--- src/btha_pkg.sv ---
// ============================================================================
// btha_pkg: shared types and constants for the block table heap allocator
// Block geometry, flag layout, status codes and controller/datapath links.
// ============================================================================
package btha_pkg;

  localparam int ADDR_W         = 32;
  localparam int BLOCK_BYTES    = 4096;              // power of two
  localparam int OFF_W          = $clog2(BLOCK_BYTES);
  localparam int DEF_MAX_BLOCKS = 1024;

  localparam int CFG_W     = 32;
  localparam int CFG_IDX_W = 1;
  localparam int BIU_W     = 11;

  localparam logic [CFG_IDX_W-1:0] CFG_HEAP_BASE     = 1'b0;
  localparam logic [CFG_IDX_W-1:0] CFG_BLOCKS_IN_USE = 1'b1;

  // Table entry flags
  localparam int FLAG_W  = 3;
  localparam int F_TAKEN = 0;
  localparam int F_FIRST = 1;
  localparam int F_NEXT  = 2;

  typedef enum logic [1:0] {
    ST_OK      = 2'd0,
    ST_NO_ROOM = 2'd1,
    ST_INVALID = 2'd2
  } status_t;

  // Controller -> datapath
  typedef struct packed {
    logic    clear;
    logic    accept;
    logic    scan;
    logic    mark;
    logic    free_step;
    logic    report;
    logic    rpt_addr;
    status_t rpt_status;
  } cmd_t;

  // Datapath -> controller
  typedef struct packed {
    logic clear_last;
    logic req_free;
    logic req_bad;
    logic req_no_room;
    logic found;
    logic scan_end;
    logic mark_last;
    logic free_last;
  } sts_t;

endpackage

--- src/block_table_heap_allocator.sv ---
// ============================================================================
// block_table_heap_allocator: first-fit allocator over a block flag table
// Allocates runs of fixed-size blocks by byte count and frees them by address.
// ============================================================================
// Usage:
//   Input channel: present in_action / in_request_bytes / in_free_address and
//   raise start; the item is taken at the edge where start is high and busy
//   is low. One result item follows per request on out_block_address /
//   out_status, marked by out_valid for exactly one cycle; the receiver
//   cannot stall it, so capture it when out_valid is high.
//   Configuration: cfg_we writes cfg_wdata to register cfg_index (0 heap
//   base, 1 blocks in use) at the same edge; write only while busy is low.
//   A rejected request is answered in the cycle after the edge that takes it.
//   An allocate walks the table from entry 0 until a free run of the needed
//   length ends, then marks that run; it answers no room when none fits. A
//   free walks the run from its first entry and clears it. busy falls as
//   out_valid rises, so the next item can be taken at the edge that takes the
//   result. The table walk runs at one entry per cycle through the single
//   read port of the flag memory.
//   Reset: the flag table is cleared by a pass over all MAX_BLOCKS entries,
//   one entry per cycle; busy stays high until it ends. Registers reset to
//   base 0 and 1024 blocks in use.
// ============================================================================
module block_table_heap_allocator #(
  parameter int MAX_BLOCKS = btha_pkg::DEF_MAX_BLOCKS
) (
  input  logic                             clk,
  input  logic                             rst_n,
  // configuration
  input  logic                             cfg_we,
  input  logic [btha_pkg::CFG_IDX_W-1:0]   cfg_index,
  input  logic [btha_pkg::CFG_W-1:0]       cfg_wdata,
  // request item
  input  logic                             start,
  output logic                             busy,
  input  logic                             in_action,
  input  logic [btha_pkg::ADDR_W-1:0]      in_request_bytes,
  input  logic [btha_pkg::ADDR_W-1:0]      in_free_address,
  // result item
  output logic                             out_valid,
  output logic [btha_pkg::ADDR_W-1:0]      out_block_address,
  output logic [1:0]                       out_status
);

  logic [btha_pkg::ADDR_W-1:0] heap_base_r;
  logic [btha_pkg::BIU_W-1:0]  blocks_in_use_r;

  btha_pkg::cmd_t cmd;
  btha_pkg::sts_t sts;

  // Hold configuration; writes land at once, no handshake
  always_ff @(posedge clk) begin
    if (!rst_n) begin
      heap_base_r     <= '0;
      blocks_in_use_r <= btha_pkg::BIU_W'(1024);
    end else if (cfg_we) begin
      case (cfg_index)
        btha_pkg::CFG_HEAP_BASE: begin
          heap_base_r <= cfg_wdata[btha_pkg::ADDR_W-1:0];
        end
        btha_pkg::CFG_BLOCKS_IN_USE: begin
          blocks_in_use_r <= cfg_wdata[btha_pkg::BIU_W-1:0];
        end
        default: begin
        end
      endcase
    end
  end

  // Sequencer: clear pass, request check, scan / mark / free phases
  btha_ctrl u_ctrl (
    .clk   (clk),
    .rst_n (rst_n),
    .start (start),
    .busy  (busy),
    .sts   (sts),
    .cmd   (cmd)
  );

  // Flag table, walk pointer and result registers
  btha_datapath #(
    .MAX_BLOCKS (MAX_BLOCKS)
  ) u_datapath (
    .clk               (clk),
    .rst_n             (rst_n),
    .cmd               (cmd),
    .sts               (sts),
    .heap_base         (heap_base_r),
    .blocks_in_use     (blocks_in_use_r),
    .in_action         (in_action),
    .in_request_bytes  (in_request_bytes),
    .in_free_address   (in_free_address),
    .out_valid         (out_valid),
    .out_block_address (out_block_address),
    .out_status        (out_status)
  );

  // An accepted item either keeps the block busy or answers at once
  a_accept_progress: assert property (@(posedge clk) disable iff (!rst_n)
    (start && !busy) |=> (busy || out_valid))
    else $error("accepted item neither processed nor answered");

  a_status_code: assert property (@(posedge clk) disable iff (!rst_n)
    out_valid |-> (out_status == btha_pkg::ST_OK || out_status == btha_pkg::ST_NO_ROOM ||
                   out_status == btha_pkg::ST_INVALID))
    else $error("undefined status code");

  a_fail_zero_addr: assert property (@(posedge clk) disable iff (!rst_n)
    (out_valid && out_status != btha_pkg::ST_OK) |-> (out_block_address == '0))
    else $error("failed request returned an address");

endmodule

--- src/btha_ctrl.sv ---
// ============================================================================
// btha_ctrl: sequencing state machine
// Steps through table clear, request check, scan, mark and free phases.
// ============================================================================
module btha_ctrl (
  input  logic            clk,
  input  logic            rst_n,
  input  logic            start,
  output logic            busy,
  input  btha_pkg::sts_t  sts,
  output btha_pkg::cmd_t  cmd
);

  typedef enum logic [2:0] {
    S_CLEAR,
    S_IDLE,
    S_SCAN,
    S_MARK,
    S_FREE
  } state_t;

  state_t state_r, state_nxt;
  logic   busy_r;

  always_comb begin
    state_nxt      = state_r;
    cmd            = '0;
    cmd.rpt_status = btha_pkg::ST_OK;
    case (state_r)
      S_CLEAR: begin
        cmd.clear = 1'b1;
        if (sts.clear_last) begin
          state_nxt = S_IDLE;
        end
      end
      S_IDLE: begin
        if (start) begin
          cmd.accept = 1'b1;
          if (sts.req_bad) begin
            cmd.report     = 1'b1;
            cmd.rpt_status = btha_pkg::ST_INVALID;
          end else if (sts.req_no_room) begin
            cmd.report     = 1'b1;
            cmd.rpt_status = btha_pkg::ST_NO_ROOM;
          end else if (sts.req_free) begin
            state_nxt = S_FREE;
          end else begin
            state_nxt = S_SCAN;
          end
        end
      end
      S_SCAN: begin
        cmd.scan = 1'b1;
        if (sts.found) begin
          state_nxt = S_MARK;
        end else if (sts.scan_end) begin
          cmd.report     = 1'b1;
          cmd.rpt_status = btha_pkg::ST_NO_ROOM;
          state_nxt      = S_IDLE;
        end
      end
      S_MARK: begin
        cmd.mark = 1'b1;
        if (sts.mark_last) begin
          cmd.report   = 1'b1;
          cmd.rpt_addr = 1'b1;
          state_nxt    = S_IDLE;
        end
      end
      S_FREE: begin
        cmd.free_step = 1'b1;
        if (sts.free_last) begin
          cmd.report = 1'b1;
          state_nxt  = S_IDLE;
        end
      end
      default: begin
        state_nxt = S_IDLE;
      end
    endcase
  end

  always_ff @(posedge clk) begin
    if (!rst_n) begin
      state_r <= S_CLEAR;
      busy_r  <= 1'b1;
    end else begin
      state_r <= state_nxt;
      busy_r  <= (state_nxt != S_IDLE);
    end
  end

  assign busy = busy_r;

endmodule

--- src/btha_datapath.sv ---
// ============================================================================
// btha_datapath: block table memory, pointers and result registers
// Holds the flag table, the scan/mark/free pointer and the result item.
// ============================================================================
module btha_datapath #(
  parameter int MAX_BLOCKS = btha_pkg::DEF_MAX_BLOCKS
) (
  input  logic                          clk,
  input  logic                          rst_n,
  input  btha_pkg::cmd_t                cmd,
  output btha_pkg::sts_t                sts,
  input  logic [btha_pkg::ADDR_W-1:0]   heap_base,
  input  logic [btha_pkg::BIU_W-1:0]    blocks_in_use,
  input  logic                          in_action,
  input  logic [btha_pkg::ADDR_W-1:0]   in_request_bytes,
  input  logic [btha_pkg::ADDR_W-1:0]   in_free_address,
  output logic                          out_valid,
  output logic [btha_pkg::ADDR_W-1:0]   out_block_address,
  output logic [1:0]                    out_status
);

  localparam int ADDR_W = btha_pkg::ADDR_W;
  localparam int OFF_W  = btha_pkg::OFF_W;
  localparam int FLAG_W = btha_pkg::FLAG_W;
  localparam int IDX_W  = (MAX_BLOCKS > 1) ? $clog2(MAX_BLOCKS) : 1;
  localparam int CNT_W  = $clog2(MAX_BLOCKS + 1);
  localparam int NEED_W = ADDR_W + 1 - OFF_W;
  localparam int BIX_W  = ADDR_W - OFF_W;

  logic [FLAG_W-1:0] mem [MAX_BLOCKS];
  logic [FLAG_W-1:0] rdata_r;

  logic [CNT_W-1:0] ptr_r, ptr_nxt;
  logic [CNT_W-1:0] run_r, run_nxt;
  logic [CNT_W-1:0] need_r, need_nxt;
  logic [IDX_W-1:0] start_r, start_nxt;
  logic [IDX_W-1:0] pidx_r;
  logic             vld_r, vld_nxt;

  logic                  out_valid_r;
  logic [ADDR_W-1:0]     out_addr_r;
  btha_pkg::status_t     out_status_r;

  // Configuration view
  logic [ADDR_W-1:0] base_al;
  logic [ADDR_W-1:0] biu_ext;
  logic [CNT_W-1:0]  n_blk;

  assign base_al = {heap_base[ADDR_W-1:OFF_W], {OFF_W{1'b0}}};
  assign biu_ext = ADDR_W'(blocks_in_use);
  assign n_blk   = (biu_ext > ADDR_W'(MAX_BLOCKS)) ? CNT_W'(MAX_BLOCKS)
                                                    : biu_ext[CNT_W-1:0];

  // Request check
  logic [ADDR_W:0]   round_sum;
  logic [NEED_W-1:0] need_full;
  logic [ADDR_W-1:0] diff;
  logic [BIX_W-1:0]  idx_full;
  logic              alloc_zero, alloc_big, free_low, free_high;

  assign round_sum  = {1'b0, in_request_bytes} + (ADDR_W+1)'(btha_pkg::BLOCK_BYTES - 1);
  assign need_full  = round_sum[ADDR_W:OFF_W];
  assign diff       = in_free_address - base_al;
  assign idx_full   = diff[ADDR_W-1:OFF_W];
  assign alloc_zero = (in_request_bytes == '0);
  assign alloc_big  = (need_full > NEED_W'(n_blk));
  assign free_low   = (in_free_address < base_al);
  assign free_high  = (ADDR_W'(idx_full) >= ADDR_W'(n_blk));

  // Scan, mark and free status
  logic              issue, taken;
  logic [CNT_W-1:0]  run_inc, pidx_inc, mark_last_idx;
  logic [IDX_W-1:0]  run_start;

  assign issue         = (ptr_r < n_blk);
  assign taken         = rdata_r[btha_pkg::F_TAKEN];
  assign run_inc       = run_r + 1'b1;
  assign run_start     = (run_r == '0) ? pidx_r : start_r;
  assign pidx_inc      = CNT_W'(pidx_r) + 1'b1;
  assign mark_last_idx = CNT_W'(start_r) + need_r - 1'b1;

  assign sts.clear_last  = (ptr_r == CNT_W'(MAX_BLOCKS - 1));
  assign sts.req_free    = in_action;
  assign sts.req_bad     = in_action ? (free_low || free_high) : alloc_zero;
  assign sts.req_no_room = !in_action && alloc_big;
  assign sts.found       = vld_r && !taken && (run_inc == need_r);
  assign sts.scan_end    = !vld_r && !issue;
  assign sts.mark_last   = (ptr_r == mark_last_idx);
  assign sts.free_last   = vld_r && (!rdata_r[btha_pkg::F_NEXT] || pidx_inc == n_blk);

  always_comb begin
    ptr_nxt   = ptr_r;
    run_nxt   = run_r;
    start_nxt = start_r;
    need_nxt  = need_r;
    vld_nxt   = 1'b0;
    if (cmd.accept) begin
      ptr_nxt  = in_action ? CNT_W'(idx_full) : '0;
      need_nxt = CNT_W'(need_full);
      run_nxt  = '0;
    end else if (cmd.clear || cmd.mark) begin
      ptr_nxt = ptr_r + 1'b1;
    end else if (cmd.scan) begin
      if (sts.found) begin
        // jump back to the run start for marking
        ptr_nxt   = CNT_W'(run_start);
        start_nxt = run_start;
      end else begin
        if (issue) begin
          ptr_nxt = ptr_r + 1'b1;
          vld_nxt = 1'b1;
        end
        if (vld_r) begin
          if (taken) begin
            run_nxt = '0;
          end else begin
            start_nxt = run_start;
            run_nxt   = run_inc;
          end
        end
      end
    end else if (cmd.free_step) begin
      ptr_nxt = ptr_r + 1'b1;
      vld_nxt = 1'b1;
    end
  end

  // Table write port
  logic              mem_we;
  logic [IDX_W-1:0]  mem_waddr;
  logic [FLAG_W-1:0] mem_wdata;
  logic [FLAG_W-1:0] mark_flags;

  always_comb begin
    mark_flags                     = '0;
    mark_flags[btha_pkg::F_TAKEN]  = 1'b1;
    mark_flags[btha_pkg::F_FIRST]  = (ptr_r == CNT_W'(start_r));
    mark_flags[btha_pkg::F_NEXT]   = !sts.mark_last;
  end

  assign mem_we    = cmd.clear || cmd.mark || (cmd.free_step && vld_r);
  assign mem_waddr = cmd.free_step ? pidx_r : ptr_r[IDX_W-1:0];
  assign mem_wdata = cmd.mark ? mark_flags : '0;

  always_ff @(posedge clk) begin
    if (mem_we) begin
      mem[mem_waddr] <= mem_wdata;
    end
    rdata_r <= mem[ptr_r[IDX_W-1:0]];
  end

  always_ff @(posedge clk) begin
    if (!rst_n) begin
      ptr_r       <= '0;
      vld_r       <= 1'b0;
      out_valid_r <= 1'b0;
    end else begin
      ptr_r       <= ptr_nxt;
      vld_r       <= vld_nxt;
      out_valid_r <= cmd.report;
    end
  end

  always_ff @(posedge clk) begin
    run_r   <= run_nxt;
    need_r  <= need_nxt;
    start_r <= start_nxt;
    pidx_r  <= ptr_r[IDX_W-1:0];
    if (cmd.report) begin
      out_addr_r   <= cmd.rpt_addr ? base_al + (ADDR_W'(start_r) << OFF_W) : '0;
      out_status_r <= cmd.rpt_status;
    end
  end

  assign out_valid         = out_valid_r;
  assign out_block_address = out_addr_r;
  assign out_status        = out_status_r;

  a_mark_in_range: assert property (@(posedge clk) disable iff (!rst_n)
    cmd.mark |-> (ptr_r < n_blk))
    else $error("mark beyond managed blocks");

  a_free_in_range: assert property (@(posedge clk) disable iff (!rst_n)
    (cmd.free_step && vld_r) |-> (CNT_W'(pidx_r) < n_blk))
    else $error("free clears beyond managed blocks");

endmodule
--- config.mk ---
export PLATFORM = sky130hd
export DESIGN_NAME = block_table_heap_allocator
export DESIGN_NICKNAME = d
export VERILOG_FILES = /design/src/btha_pkg.sv /design/src/block_table_heap_allocator.sv /design/src/btha_ctrl.sv /design/src/btha_datapath.sv
export SDC_FILE = /design/constraint.sdc
export NUM_CORES = 2
export LEC_CHECK = 0
export BUFFER_PORTS_ARGS = -buffer_cell sky130_fd_sc_hd__buf_2
export CAP_MARGIN = 20
export CORE_AREA = 5 5 570 572
export CTS_BUF_LIST = sky130_fd_sc_hd__clkbuf_16
export CTS_CLUSTER_SIZE = 20
export DETAILED_ROUTE_END_ITERATION = 8
export DIE_AREA = 0 0 575 577
export PLACE_DENSITY = 0.54
export SLEW_MARGIN = 20
export SYNTH_ARGS = -nofsm -noshare
export SYNTH_HDL_FRONTEND = slang
export SYNTH_SLANG_ARGS = --single-unit
--- constraint.sdc ---
create_clock -name clk -period 43.9 [get_ports clk]
set_input_delay 10.975 -clock clk [delete_from_list [all_inputs] [get_ports clk]]
set_output_delay 10.975 -clock clk [all_outputs]
set_load 0.02 [all_outputs]
-- After elaboration in Yosys (flattened, before gate mapping)
Memory sizes are Yosys's and may differ from the RTL's. A register that Yosys moved wholly into a read port is not among the register bits.
Cells that the tools add are included.
- register bits after elaboration: 136
- RAM bits: 3072
- output and inout port bits: 36
- memories kept: 1
- add/subtract/negate cells: 8
- $lt $le $gt $ge: 5
- eq/ne operators: 12
- multiplexer cells: 53
- bitwise operators: 5
- reductions and logical operators: 27
- memories (name ; depth ; width ; rd ports ; clocked after memory_dff ; write ports ; RTL line ; text):
    u_datapath.mem ; 1024 ; 3 ; 1 ; 1 ; 1 ; btha_datapath.sv:30 ; logic [FLAG_W-1:0] mem [MAX_BLOCKS];
- operators with widths (cell ; count):
    $mux 11 ; 9
    $mux 10 ; 5
    $add 32x12->33 const B ; 1
    $eq 11x11->1 ; 3
    $add 32x22->32 ; 1
    $logic_not 32->1 ; 1
    $lt 32x32->1 ; 1
    $sub 32x32->32 ; 1
    $mux 3 ; 10
    $add 11x1->11 const B ; 2
    $mux 1 ; 22
    $gt 21x11->1 ; 1
    $ge 20x11->1 ; 1
    $pmux 3 s5 ; 1
    $add 10x1->11 const B ; 1
    $add 10x11->11 ; 1
    $eq 11x10->1 ; 1
    $eq 11x10->1 const B ; 1
    $gt 11x11->1 const B ; 1
    $logic_not 11->1 ; 1
    $lt 11x11->1 ; 1
    $sub 11x1->11 const B ; 1
    $mux 2 ; 4
    $eq 3x2->1 const B ; 2
    other kinds (18) ; 37

-- Depth between registers and ports, before layout
- word-level depth: 9
- depth in mapped cells: 20
- gate-level depth less buffers: 20

-- Cells and area by module
From an unflattened synthesis, not the netlist that was laid out.
- cells, all modules: 5840
- area, all modules: 92738.9 sq um
- by module, submodules not included (module ; times used ; cells an instance ; area an instance (sq um) ; seq. area each (sq um)):
    btha_datapath ; 1 ; 5619 ; 90697.0 ; 63510.9
    block_table_heap_allocator ; 1 ; 177 ; 1721.7 ; 860.8
    btha_ctrl ; 1 ; 44 ; 320.3 ; 80.1

-- Worst setup path after synthesis
OpenSTA, ideal clock, no wires.
- kind: reg2reg
- start: reg u_datapath.start_r[1]
- end: mem u_datapath.mem[0][2], data pin
- library setup time: 6309 ps
- arrival time: 32318 ps
- data required time: 37591 ps
- setup slack: 5273 ps
- cell stages (with the launch flop): 11
- buffers on the path: 0
- clock period less this slack: 38627 ps
- cells stage by stage: edfxtp_1 > inv_1 > ha_1 > inv_1 > ha_1 > fa_1 > a21oi_1 > o21bai_1 > xnor2_1 > a21oi_1 > a31oi_1
- cells in the longest elaborated chain, start to end: 5
- RTL lines (what ; RTL line ; text):
    start, declared ; btha_datapath.sv:36 ; logic [IDX_W-1:0] start_r, start_nxt;
    start signal, assigned ; btha_datapath.sv:167 ; start_r <= start_nxt;
    $add 10x11->11 ; btha_datapath.sv:80 ; assign mark_last_idx = CNT_W'(start_r) + need_r - 1'b1;
    $sub 11x1->11 ; btha_datapath.sv:80 ;
    $eq 11x11->1 ; btha_datapath.sv:88 ; assign sts.mark_last = (ptr_r == mark_last_idx);
    $logic_not 1->1 ; btha_datapath.sv:138 ; mark_flags[btha_pkg::F_NEXT] = !sts.mark_last;
    $mux 3 ; btha_datapath.sv:143 ; assign mem_wdata = cmd.mark ? mark_flags : '0;
    via u_datapath.mem_wdata[2] ; btha_datapath.sv:131 ; logic [FLAG_W-1:0] mem_wdata;
    end, declared ; btha_datapath.sv:30 ;
The timed path passes the listed nets, and every way through them passes these cells.

==> results <==
- The flow ran to the end, and the final reports show no timing, DRC or antenna violations.
- The classification of the worst setup path is in -> reg.
- The cell count after synthesis came out at 5684.
- The logic depth of the worst register-to-register path is 12.
- Input and output buffers added on the ports amount to 112.
- Global routing used 15.53% of the available tracks.
- The worst clock skew is 0.09113 ns.
- The number of maximum-capacitance constraint violations is 0.
- Once the floorplan was initialized, standard cells occupied 28.85% of the core.
- The remaining number of nets flagged by the antenna check after routing is 0.
- The final net count is 5916.
- Static timing analysis puts the maximum clock frequency at 65.66 MHz.
- The mean cell area of the mapped netlist is 16.22 µm².
- The origin of the worst min-delay path is blocks_in_use_r[3]$_SDFFE_PN0P_.
- The routability-driven placement congestion ratio is 0.8365.
- In the synthesized netlist the dominant register cell turns out to be sky130_fd_sc_hd__edfxtp_1.
- Setup repair after global routing left no endpoint under its margin.
- The deepest level of the CTS H-tree is 4.
- The core region is 0.3196 mm².
- The total length of routed wires is 265800 µm.
- The first global-routing pass estimated 379800 µm of wire.
- The source of the critical timing path is in_free_address[12].
- STA puts the critical path data arrival time at 15.83 ns.
- The clock tree from TritonCTS is built.
- Using the TritonRoute via totals, the vias-per-cell ratio works out to 5.198.
- The worst register-to-register path has a setup slack of 36.99 ns.
- The final-report hold violation count is 0.
- The final clock period utilization by the worst path is 34.69%.
- The estimated wirelength of the detail-placed design is 153300 µm.
- The Yosys step of the flow raised 0 warnings.
- The number of antenna violations at the first check in global routing was 18.
- Buffers added to address setup during post-CTS repair amount to 0.
- In this run the horizontal extent of the chip is 575 µm.
- The total of hold buffers inserted after clock tree synthesis is 0.
- The type of the most critical hold path is reg -> reg.
- The clock slew seen by the registers of the worst setup and hold paths is 0.06 ns.
- The critical path ends at u_datapath.out_status[1]$_DFFE_PP_.
- The area after detailed placement is 0.09752 mm².
- For this run, the number of standard cells in the final layout without fillers is 10100.
- The first detailed-routing pass ran for 5 iterations.
- The largest vdd supply drop is 0.04094 mV.
- Pin placement for this block handled 138 I/O pins.
- Setup violations remaining at the end of the flow were counted as 0.
- The ratio of cells with drive above 1 in the final layout is 20.32%.
- After detailed placement, the design holds a cell count of 9707.
- The via count of the first global-routing pass is 53270.
- The iteration-0 DRC count of the detailed router is 6058.
- The max-slew headroom at the worst pin is 15.00%.
- The maximum fanout along the worst path is 4.
- The post-synthesis sequential element count is 2162.
- Summing over every cut layer, the via total after detailed routing is 52520.
- After floorplanning, the core was divided into 208 placement rows.
- Summed over all failing endpoints, the final setup total negative slack is 0 ns.
- The area of the die is 0.3318 mm².
- Entering global routing, the biggest net connects 238 pins.
- The sort of element at the start of the critical path is an input port.
- Dividing the detail-routed wire length by the instance count gives 26.31 µm.
- In this run the critical register-to-register path is launched from u_datapath.ptr_r[0]$_SDFFE_PN0P_.
- Counting distinct cell types in the post-synthesis netlist gives 84.
- After routing the design area is 0.1047 mm².
- The count of fill cells added during filler insertion is 30750.
- The synthesized design contains 2091 enable-type register cells.
- The utilization of the core after routing is 32.75%.
- Sequential elements use 69.63% of the synthesized area.
- Power spread over the standard cell area amounts to 40.89 mW/mm².
- The die is 577 µm tall.
- The post-route minimum period is 15.23 ns.
- The CTS root buffer is sky130_fd_sc_hd__clkbuf_16.
- The maximum buffer depth of the clock tree is 3.
- For the pin with the worst max-slew slack, the measured transition is 1.275 ns.
- Counting the buffers created by CTS gives 215.
- The capture point of the worst reg-to-reg path is u_datapath.rdata_r[2]$_DFF_P_.
- The total count of max-transition violations in the final report is 0.
- The mapped netlist covers 0.09221 mm².
- The kind of end point of the critical path is a flip-flop.
- The area growth from synthesis to layout is 13.50%.
- The number of remaining DRC errors is 0.
- The clock sink count is 2162.
- After synthesis, the share of flip-flops with an asynchronous set or reset is 0%.
- The standby leakage power is 26.31 nW.
- For the worst setup path, the data required time is 44.51 ns.
- The post-cts gate resize count is 0.
- The total congestion overflow is 0.
- The insertion delay of the later-clocked pin in the worst-skew pair is 0.90 ns.
## how the worst min path moves through the flow
stage                                            to  slack [ns]  cells past startpoint
finish              blocks_in_use_r[3]$_SDFFE_PN0P_        0.49                      2
global route        blocks_in_use_r[8]$_SDFFE_PN0P_        0.50                      2
CTS                 blocks_in_use_r[2]$_SDFFE_PN0P_        0.48                      2
detailed placement  blocks_in_use_r[3]$_SDFFE_PN0P_        0.47                      2
global placement    blocks_in_use_r[2]$_SDFFE_PN0P_        0.47                      2
floorplan              u_datapath.pidx_r[2]$_DFF_P_        0.35                      0
## through the flow
step	setup WS [ns]	hold WS (ns)	total power, mW
6_report	28.67	0.4908	4.280
5_1_grt	28.50	0.5020	4.412
4_1_cts	28.69	0.4846	4.314
3_5_place_dp	27.77	0.4719	2.477
3_3_place_gp	27.79	0.4661	2.477
2_1_floorplan	5.273	0.3519	2.413
## worst max-delay path, cell delays in order
cell                        delay [ns]
sky130_fd_sc_hd__buf_2            0.10
sky130_fd_sc_hd__inv_1            0.10
sky130_fd_sc_hd__ha_1             0.19
sky130_fd_sc_hd__inv_1            0.06
sky130_fd_sc_hd__fa_1             0.40
sky130_fd_sc_hd__a21oi_1          0.18
sky130_fd_sc_hd__nand4b_1         0.23
sky130_fd_sc_hd__a21oi_1          0.14
sky130_fd_sc_hd__o41a_1           0.53
sky130_fd_sc_hd__ha_1             0.27
sky130_fd_sc_hd__a2111oi_0        0.66
sky130_fd_sc_hd__o311ai_0         0.36
sky130_fd_sc_hd__a211oi_1         0.38
sky130_fd_sc_hd__nand4_1          0.13
sky130_fd_sc_hd__nor4_1           0.77
sky130_fd_sc_hd__nor2b_1          0.13
sky130_fd_sc_hd__o21a_1           0.21
## registers in the layout, indices dropped and copies added, names as in the netlist
register and cells:
u_datapath.mem 2048, heap_base_r 20, u_datapath.out_block_address 20, blocks_in_use_r 11, u_datapath.need_r 11, u_datapath.ptr_r 11, u_datapath.run_r 11, u_datapath.pidx_r 10
u_datapath.start_r 10, u_ctrl.state_r 3, u_datapath.out_status 2, u_datapath.rdata_r 2, u_ctrl.busy 1, u_datapath.out_valid 1, u_datapath.vld_r 1
## routing by layer
layer  track usage, %  part of all wire (%)
met5                0                     0
met4            4.938                   3.2
met3            3.268                   8.6
met2            24.36                    46
met1            21.63                    42
## Yosys cell counts (all sizes together), types with 57 or more instances
library cell	n	area, µm²
a22oi	77	578.1
clkbuf	260	975.9
buf	170	948.4
ha	85	1064
inv	91	341.6
mux2i	57	570.6
o21ai	80	400.4
dfxtp	71	1421
nand2	256	960.9
edfxtp	2091	62790
nand3	59	295.3
nor2	1131	4262
mux4	563	12680
a21oi	132	671.9
## area by class of cell
type / count / area [µm²] / share of cell area [%]
Sequential cell: 2162 / 64230 / 61.37
Multi-Input combinational cell: 3007 / 25980 / 24.82
Clock buffer: 216 / 5405 / 5.165
Tap cell: 4200 / 5255 / 5.021
Timing Repair Buffer: 245 / 1757 / 1.678
Clock inverter: 176 / 1660 / 1.586
Inverter: 95 / 364.1 / 0.3479
Antenna cell: 3 / 7.507 / 0.007173
## layout by cell type, fill, tap and decap left out, types with 32 or more instances in the layout
cell type	count
sky130_fd_sc_hd__nand3_1	59
sky130_fd_sc_hd__edfxtp_1	2091
sky130_fd_sc_hd__buf_2	112
sky130_fd_sc_hd__ha_1	85
sky130_fd_sc_hd__xor2_1	32
sky130_fd_sc_hd__nand2_1	215
sky130_fd_sc_hd__dfxtp_1	66
sky130_fd_sc_hd__a21oi_1	131
sky130_fd_sc_hd__mux4_2	563
sky130_fd_sc_hd__clkinv_1	45
sky130_fd_sc_hd__clkbuf_16	216
sky130_fd_sc_hd__o21ai_0	78
sky130_fd_sc_hd__a22oi_1	77
sky130_fd_sc_hd__nor2_1	1127
sky130_fd_sc_hd__a31oi_1	34
sky130_fd_sc_hd__inv_1	140
sky130_fd_sc_hd__nand2_2	41
sky130_fd_sc_hd__mux2i_1	57
sky130_fd_sc_hd__nor3_1	39
sky130_fd_sc_hd__clkinv_2	38
sky130_fd_sc_hd__buf_4	115
sky130_fd_sc_hd__xnor2_1	47
## where the power goes
part	switching, mW	total, mW	internal, mW
clock network	0.804	1.85	1.04
registers	0.0120	2.24	2.23
logic	0.120	0.189	0.0692
## cell families (layout without fill, tap and decap cells)
| family | Yosys count | after routing | synth area share [%] |
|---|---|---|---|
| compound gates | 535 | 535 | 3.883 |
| other cells | 1 | 15 | 0.004067 |
| buf+inv | 526 | 732 | 2.484 |
| mux | 633 | 633 | 14.53 |
| xor+xnor | 81 | 81 | 0.7992 |
| simple gates | 1658 | 1658 | 7.448 |
| flops | 2162 | 2162 | 69.63 |
| fa+ha+maj | 88 | 88 | 1.218 |
No activity file was read; power rests on OpenSTA's default activity.
